## src/hw/rtl/pnav_pkg.sv

```systemverilog
// ----------------------------------------------------------------------------
// pnav_pkg
// Shared constants, register indexes, status codes and pipeline side-band
// types for the proportional navigation guidance block.
// ----------------------------------------------------------------------------
package pnav_pkg;

    localparam int WORD_W     = 32;
    localparam int FRAC_BITS  = 16;
    localparam int GAIN_FRAC  = 16;
    localparam int RATE_FRAC  = 24;
    localparam int PROD_SHIFT = GAIN_FRAC + RATE_FRAC;
    localparam int STATUS_W   = 2;
    localparam int CFG_IDX_W  = 4;
    localparam int CFG_DATA_W = 32;

    localparam int GAIN_W   = 24;
    localparam int ACCEL_W  = 24;
    localparam int RANGE_W  = 31;
    localparam int RANGE_SQ_W = 2 * RANGE_W;

    // Long divider and square root geometry.
    localparam int DIV_NW   = 64;
    localparam int DIV_DW   = 36;
    localparam int SQ_RW    = 64;
    localparam int SQ_STEPS = SQ_RW / 2;

    localparam logic [63:0] CLOSE_MIN  = 64'(((64'd1 << FRAC_BITS) + 64'd5) / 64'd10);
    localparam logic [63:0] RATE_EPS   = 64'((64'd1 << RATE_FRAC) / 64'd1000);
    localparam logic [63:0] FIVE_SEC   = 64'(64'd5 << GAIN_FRAC);
    localparam logic [31:0] BIAS_RANGE = 32'(32'd5 << FRAC_BITS);

    localparam logic [CFG_IDX_W-1:0] REG_GAIN_BASE    = 4'd0;
    localparam logic [CFG_IDX_W-1:0] REG_GAIN_SLOPE   = 4'd1;
    localparam logic [CFG_IDX_W-1:0] REG_ACCEL_LIMIT  = 4'd2;
    localparam logic [CFG_IDX_W-1:0] REG_ENGAGE_RANGE = 4'd3;

    localparam logic [STATUS_W-1:0] ST_GUIDED  = 2'd0;
    localparam logic [STATUS_W-1:0] ST_RANGE   = 2'd1;
    localparam logic [STATUS_W-1:0] ST_NOCLOSE = 2'd2;
    localparam logic [STATUS_W-1:0] ST_BIAS    = 2'd3;

    typedef struct packed {
        logic [GAIN_W-1:0]     gain_base;
        logic [GAIN_W-1:0]     gain_slope;
        logic [ACCEL_W-2:0]    half_accel;
        logic [RANGE_W-1:0]    erange;
        logic [RANGE_SQ_W-1:0] erange_sq;
    } cfg_t;

    // Side-band carried through the square root.
    typedef struct packed {
        logic signed [31:0] dx;
        logic signed [31:0] dy;
        logic signed [31:0] rvx;
        logic signed [31:0] rvy;
        logic               oor;
    } sq_sb_t;

    // Side-band carried through the closing speed and cross-rate dividers.
    typedef struct packed {
        logic signed [31:0] dx;
        logic signed [31:0] dy;
        logic [31:0]        d;
        logic               dot_pos;
        logic               cr_neg;
        logic               oor;
    } dva_sb_t;

    // Side-band carried through the rate and time-to-go dividers.
    // The closing speed can reach 2^32 on a very short line of sight.
    typedef struct packed {
        logic signed [31:0]  dx;
        logic signed [31:0]  dy;
        logic [31:0]         d;
        logic [32:0]         c;
        logic                neg;
        logic [STATUS_W-1:0] status;
    } dvb_sb_t;

    // Side-band carried through the command dividers.
    typedef struct packed {
        logic [STATUS_W-1:0] status;
        logic                nx_neg;
        logic                ny_neg;
    } dvc_sb_t;

    localparam int TAG_SQ = $bits(sq_sb_t);
    localparam int TAG_A  = $bits(dva_sb_t);
    localparam int TAG_B  = $bits(dvb_sb_t);
    localparam int TAG_C  = $bits(dvc_sb_t);
    localparam int TAG_M1 = (TAG_SQ > TAG_A) ? TAG_SQ : TAG_A;
    localparam int TAG_M2 = (TAG_B > TAG_C) ? TAG_B : TAG_C;
    localparam int TAG_W  = (TAG_M1 > TAG_M2) ? TAG_M1 : TAG_M2;

endpackage

```

## src/hw/rtl/pnav_cfg.sv

```systemverilog
// ----------------------------------------------------------------------------
// pnav_cfg
// Configuration register file with the derived squared engagement range.
// ----------------------------------------------------------------------------
module pnav_cfg (
    input  logic                           clk,
    input  logic                           rst_n,
    input  logic                           cfg_valid,
    input  logic [pnav_pkg::CFG_IDX_W-1:0]  cfg_index,
    input  logic [pnav_pkg::CFG_DATA_W-1:0] cfg_data,
    output pnav_pkg::cfg_t                 cfg
);
    import pnav_pkg::*;

    logic [GAIN_W-1:0]     base_reg;
    logic [GAIN_W-1:0]     slope_reg;
    logic [ACCEL_W-1:0]    accel_reg;
    logic [RANGE_W-1:0]    erange_reg;
    logic [RANGE_SQ_W-1:0] erange_sq_reg;
    logic [RANGE_SQ_W-1:0] erange_sq_next;

    always_ff @(posedge clk or negedge rst_n)
    begin
        if (!rst_n)
        begin
            base_reg   <= 24'd196608;
            slope_reg  <= 24'd32768;
            accel_reg  <= 24'd1310720;
            erange_reg <= 31'd3276800;
        end
        else if (cfg_valid)
        begin
            case (cfg_index)
                REG_GAIN_BASE:    base_reg   <= cfg_data[GAIN_W-1:0];
                REG_GAIN_SLOPE:   slope_reg  <= cfg_data[GAIN_W-1:0];
                REG_ACCEL_LIMIT:  accel_reg  <= cfg_data[ACCEL_W-1:0];
                REG_ENGAGE_RANGE: erange_reg <= cfg_data[RANGE_W-1:0];
                default:          ;
            endcase
        end
    end

    assign erange_sq_next = erange_reg * erange_reg;

    // The range square is registered; the user must only write while idle, which the block does not enforce.
    always_ff @(posedge clk)
    begin
        erange_sq_reg <= erange_sq_next;
    end

    always_comb
    begin
        cfg.gain_base  = base_reg;
        cfg.gain_slope = slope_reg;
        cfg.half_accel = accel_reg[ACCEL_W-1:1];
        cfg.erange     = erange_reg;
        cfg.erange_sq  = erange_sq_reg;
    end

endmodule

```

## config.mk

```make
export PLATFORM = sky130hd
export DESIGN_NAME = pnav_cfg
export DESIGN_NICKNAME = d
export VERILOG_FILES = /design/src/hw/rtl/pnav_pkg.sv /design/src/hw/rtl/pnav_cfg.sv
export SDC_FILE = /design/constraint.sdc
export NUM_CORES = 2
export LEC_CHECK = 0
export BUFFER_PORTS_ARGS = -buffer_cell sky130_fd_sc_hd__buf_2
export CELL_PAD_IN_SITES_DETAIL_PLACEMENT = 1
export CELL_PAD_IN_SITES_GLOBAL_PLACEMENT = 2
export CORE_ASPECT_RATIO = 0.7
export CORE_MARGIN = 8
export CORE_UTILIZATION = 38
export CTS_BUF_LIST = sky130_fd_sc_hd__clkbuf_16
export DETAILED_ROUTE_END_ITERATION = 8
export GPL_ROUTABILITY_DRIVEN = 1
export MAX_ROUTING_LAYER = met4
export PLACE_DENSITY_LB_ADDON = 0.2
export REMOVE_ABC_BUFFERS = 1
export SETUP_SLACK_MARGIN = 0.1
export SLEW_MARGIN = 25
export SYNTH_ARGS = -nofsm -noshare
export SYNTH_HDL_FRONTEND = slang
export SYNTH_SLANG_ARGS = --single-unit
```

## constraint.sdc

```tcl
create_clock -name clk -period 7.98 [get_ports clk]
set_clock_uncertainty 0.15 [all_clocks]
set_input_delay 0.399 -clock clk [delete_from_list [all_inputs] [get_ports clk]]
set_output_delay 0.399 -clock clk [all_outputs]
set_load 0.1 [all_outputs]
```

==> impl_metrics.tcl <==
set metrics [dict create \
    outcome "complete, no violations" \
    remaining_drc_errors 0 \
    hold_path_class "input pin to flip-flop" \
    clock_latency_ns 0.51 \
    max_slew.worst_pin.slew_ns 0.751 \
    die_height_um 261 \
    crit_chain "buf_12 > nand2_1 > fa_1 > fa_1 > inv_1 > fa_1 > inv_1 > fa_1 > inv_1 > fa_1 > fa_1 > fa_1 > fa_2 > ha_4 > buf_4 > a21o_1 > a31oi_1 > o2bb2ai_2 > nand4b_1 > o21ai_4 > o21bai_2 > a221oi_2 > xnor2_1" \
    seq_area_frac_synth_pct 11.6 \
    placer_congestion 0.894 \
    layout.cells.most_common_list "sky130_fd_sc_hd__inv_1, sky130_fd_sc_hd__fa_1, sky130_fd_sc_hd__nand2_1, sky130_fd_sc_hd__ha_1, sky130_fd_sc_hd__buf_2" \
    final_max_slew_viol_count 0 \
    tritoncts "done" \
    flip_flop_count_of_the_largest_register_after_layout 61 \
    detail_route.iter0.violations 1137 \
    worst-path-buf-inv 5 \
    timing.critical_path.slowest_stage_cell "sky130_fd_sc_hd__fa_2" \
    post_synth_inst_count 3290 \
    numClockSinks 163 \
    async_reset_ff_share_pct 62.6 \
    grt_use_total_pct 22.4 \
    drt.antenna.violating_nets 0 \
    clkSlewWorstSetupHoldPaths_ns 0.08 \
    worstSetupPathType "flip-flop to flip-flop" \
    min_period_ns 7.67 \
    core.rowCount 90 \
    cts_max_level 4 \
    most_used_flip_flop_cell_after_synthesis "sky130_fd_sc_hd__dfrtp_1" \
    avgSynthCellArea_um2 9.90 \
    synth.distinct_cells 67 \
    clock_path_buffers 2 \
    r2r.worst_path.cells 23 \
    mostFrequentLayoutCell "sky130_fd_sc_hd__inv_1" \
    first_global_vias 27124 \
    layout_cells_sized_above_1_pct 17.1 \
    numCtsBuffers 17 \
    finalWirelength_mm 103 \
    rsz0062_at_grt "yes" \
    final-hold-violation-count 0 \
    synth.yosys.warnings 0 \
    wl_per_cell_um 21.6 \
    routed_vias_inst 4.82 \
    ios 203 \
    flow.area_growth_from_synthesis_pct 15.2 \
    worstPathArrival_ns 7.94 \
    dieWidth_um 366 \
    placement.cell_area_um2 36100 \
    critical_path_depth 23 \
    detail_route.first_pass.iterations 5 \
    path_common_cell "sky130_fd_sc_hd__fa_1" \
    critical_path.max_stage_delay_ns 0.63 \
    grt_start_max_net_pins 82 \
    synth_edf_count 0 \
    initial_utilization_pct 38.1 \
    design.final.nets 4658 \
    start_kind "flip-flop" \
    hold_depth 2 \
    overflow 0 \
    max-cap-violations 0 \
    min_period_over_period_pct 96.2 \
    route.vias.total 22992 \
    syn_area_um2 32600 \
    cts_root_buf "sky130_fd_sc_hd__clkbuf_16" \
    cp_data_required_time_ns 8.25 \
    slew_limit_headroom_pct 49.9 \
    layout.cell_area.non_filler_um2 37500 \
    timing.critical_path.to_type "flip-flop" \
    design.die.area_um2 95500 \
    total_of_flip_flops_plus_latches_after_synthesis 163 \
    antenna_found_initial 8 \
    numPortBuffers 200 \
    coreArea_um2 85600 \
    fillCellCount 9715 \
    cp_max_fo 10 \
    critical_path.top_delay_family "adder cells" \
    post_detail_place_hpwl_mm 87.5 \
    global_route_wire_length_before_repair_mm 160 \
    fmax_ghz 0.130 \
    post-route-util_pct 43.9 \
    setup_viol_count_final 0 \
]
==> timing repair <==
| item | CTS | global route |
|---|---|---|
| pin swaps | 0 | 22 |
| resized for setup | 12 | 80 |
| endpoints found under the setup margin | 24 | 28 |
| setup buffers | 9 | 11 |
| endpoints found under the hold margin | 81 | 0 |
| hold buffers | 25 | 0 |
| cloned | 0 | 0 |
==> synth_stat cells (10+ instances only) <==
master | number | area, µm²
sky130_fd_sc_hd__a21o_1 | 37 | 278
sky130_fd_sc_hd__a21oi_1 | 74 | 370
sky130_fd_sc_hd__a31oi_1 | 10 | 62.6
sky130_fd_sc_hd__and2_1 | 193 | 1210
sky130_fd_sc_hd__clkbuf_1 | 116 | 435
sky130_fd_sc_hd__dfrtp_1 | 94 | 2350
sky130_fd_sc_hd__dfxtp_1 | 61 | 1220
sky130_fd_sc_hd__fa_1 | 748 | 15000
sky130_fd_sc_hd__ha_1 | 270 | 3380
sky130_fd_sc_hd__inv_1 | 928 | 3480
sky130_fd_sc_hd__mux2_2 | 103 | 1160
sky130_fd_sc_hd__nand2_1 | 305 | 1140
sky130_fd_sc_hd__nand3_1 | 11 | 55.1
sky130_fd_sc_hd__nand4_1 | 17 | 106
sky130_fd_sc_hd__nor2_1 | 69 | 259
sky130_fd_sc_hd__nor3_1 | 13 | 65.1
sky130_fd_sc_hd__o21ai_0 | 37 | 185
sky130_fd_sc_hd__o21bai_1 | 11 | 82.6
sky130_fd_sc_hd__xnor2_1 | 47 | 412
sky130_fd_sc_hd__xor2_1 | 33 | 289
==> logic make-up (layout without fill, tap and decap cells) <==
| logic type | Yosys count | in the layout | synth area share (%) |
|---|---|---|---|
| buffers and inverters | 1058 | 1382 | 12.3 |
| AOI/OAI and AO/OA | 223 | 223 | 4.52 |
| other | 1 | 4 | 0.0115 |
| DFF | 163 | 163 | 11.6 |
| xor gates and xnor gates | 80 | 80 | 2.15 |
| and+or+nand+nor | 642 | 642 | 9.50 |
| muxes | 105 | 105 | 3.62 |
| adders and majority gates | 1018 | 1018 | 56.3 |
==> metal layers <==
metal  share of wire, %  GRT usage [%]  vias up
met1                 46           30.3    12145
met5                  0              -        -
li1                   -              -    10285
met2                 46           35.4      470
met3                5.4           4.00       92
met4                1.7           4.81        0
==> cell type report <==
class / instances / area [µm²] / share of cell area (%)
well taps: 1150 / 1440 / 3.83
inverters: 929 / 3490 / 9.30
multi-input cells: 2069 / 25200 / 67.0
clock buffers: 17 / 425 / 1.13
flip-flops and latches: 163 / 3810 / 10.1
repair buffers: 421 / 3030 / 8.08
diodes: 3 / 7.51 / 0.0200
clock inverters: 15 / 179 / 0.477
==> metrics by stage <==
step                      hold slack (ns)  cells  worst slack (ns)  setup TNS, ns
after floorplan                   -0.0466   3161            -0.388          -3.17
after global placement              0.144   4687          -0.00658        -0.0107
after CTS                        0.000659   4753             0.101              0
after global routing               0.0213   4765            0.0584              0
after detailed placement            0.156   4687            -0.141          -1.02
final                              0.0376   4767             0.306              0
==> final timing paths <==
path	slack, ns	startpoint	end
worst max-delay path	0.31	erange_reg[16]	erange_sq_reg[51]
worst min-delay path	0.04	cfg_data[6]	erange_reg[6]
worst max register to register	0.31	erange_reg[16]	erange_sq_reg[51]
worst min register to register	0.35	base_reg[7]	base_reg[7]
max in group asynchronous	6.40	rst_n	erange_reg[25]
min in group asynchronous	0.22	rst_n	slope_reg[1]
Power is not shown: default switching activity piles up to over one toggle a cycle in this logic, so the estimate is an artifact.
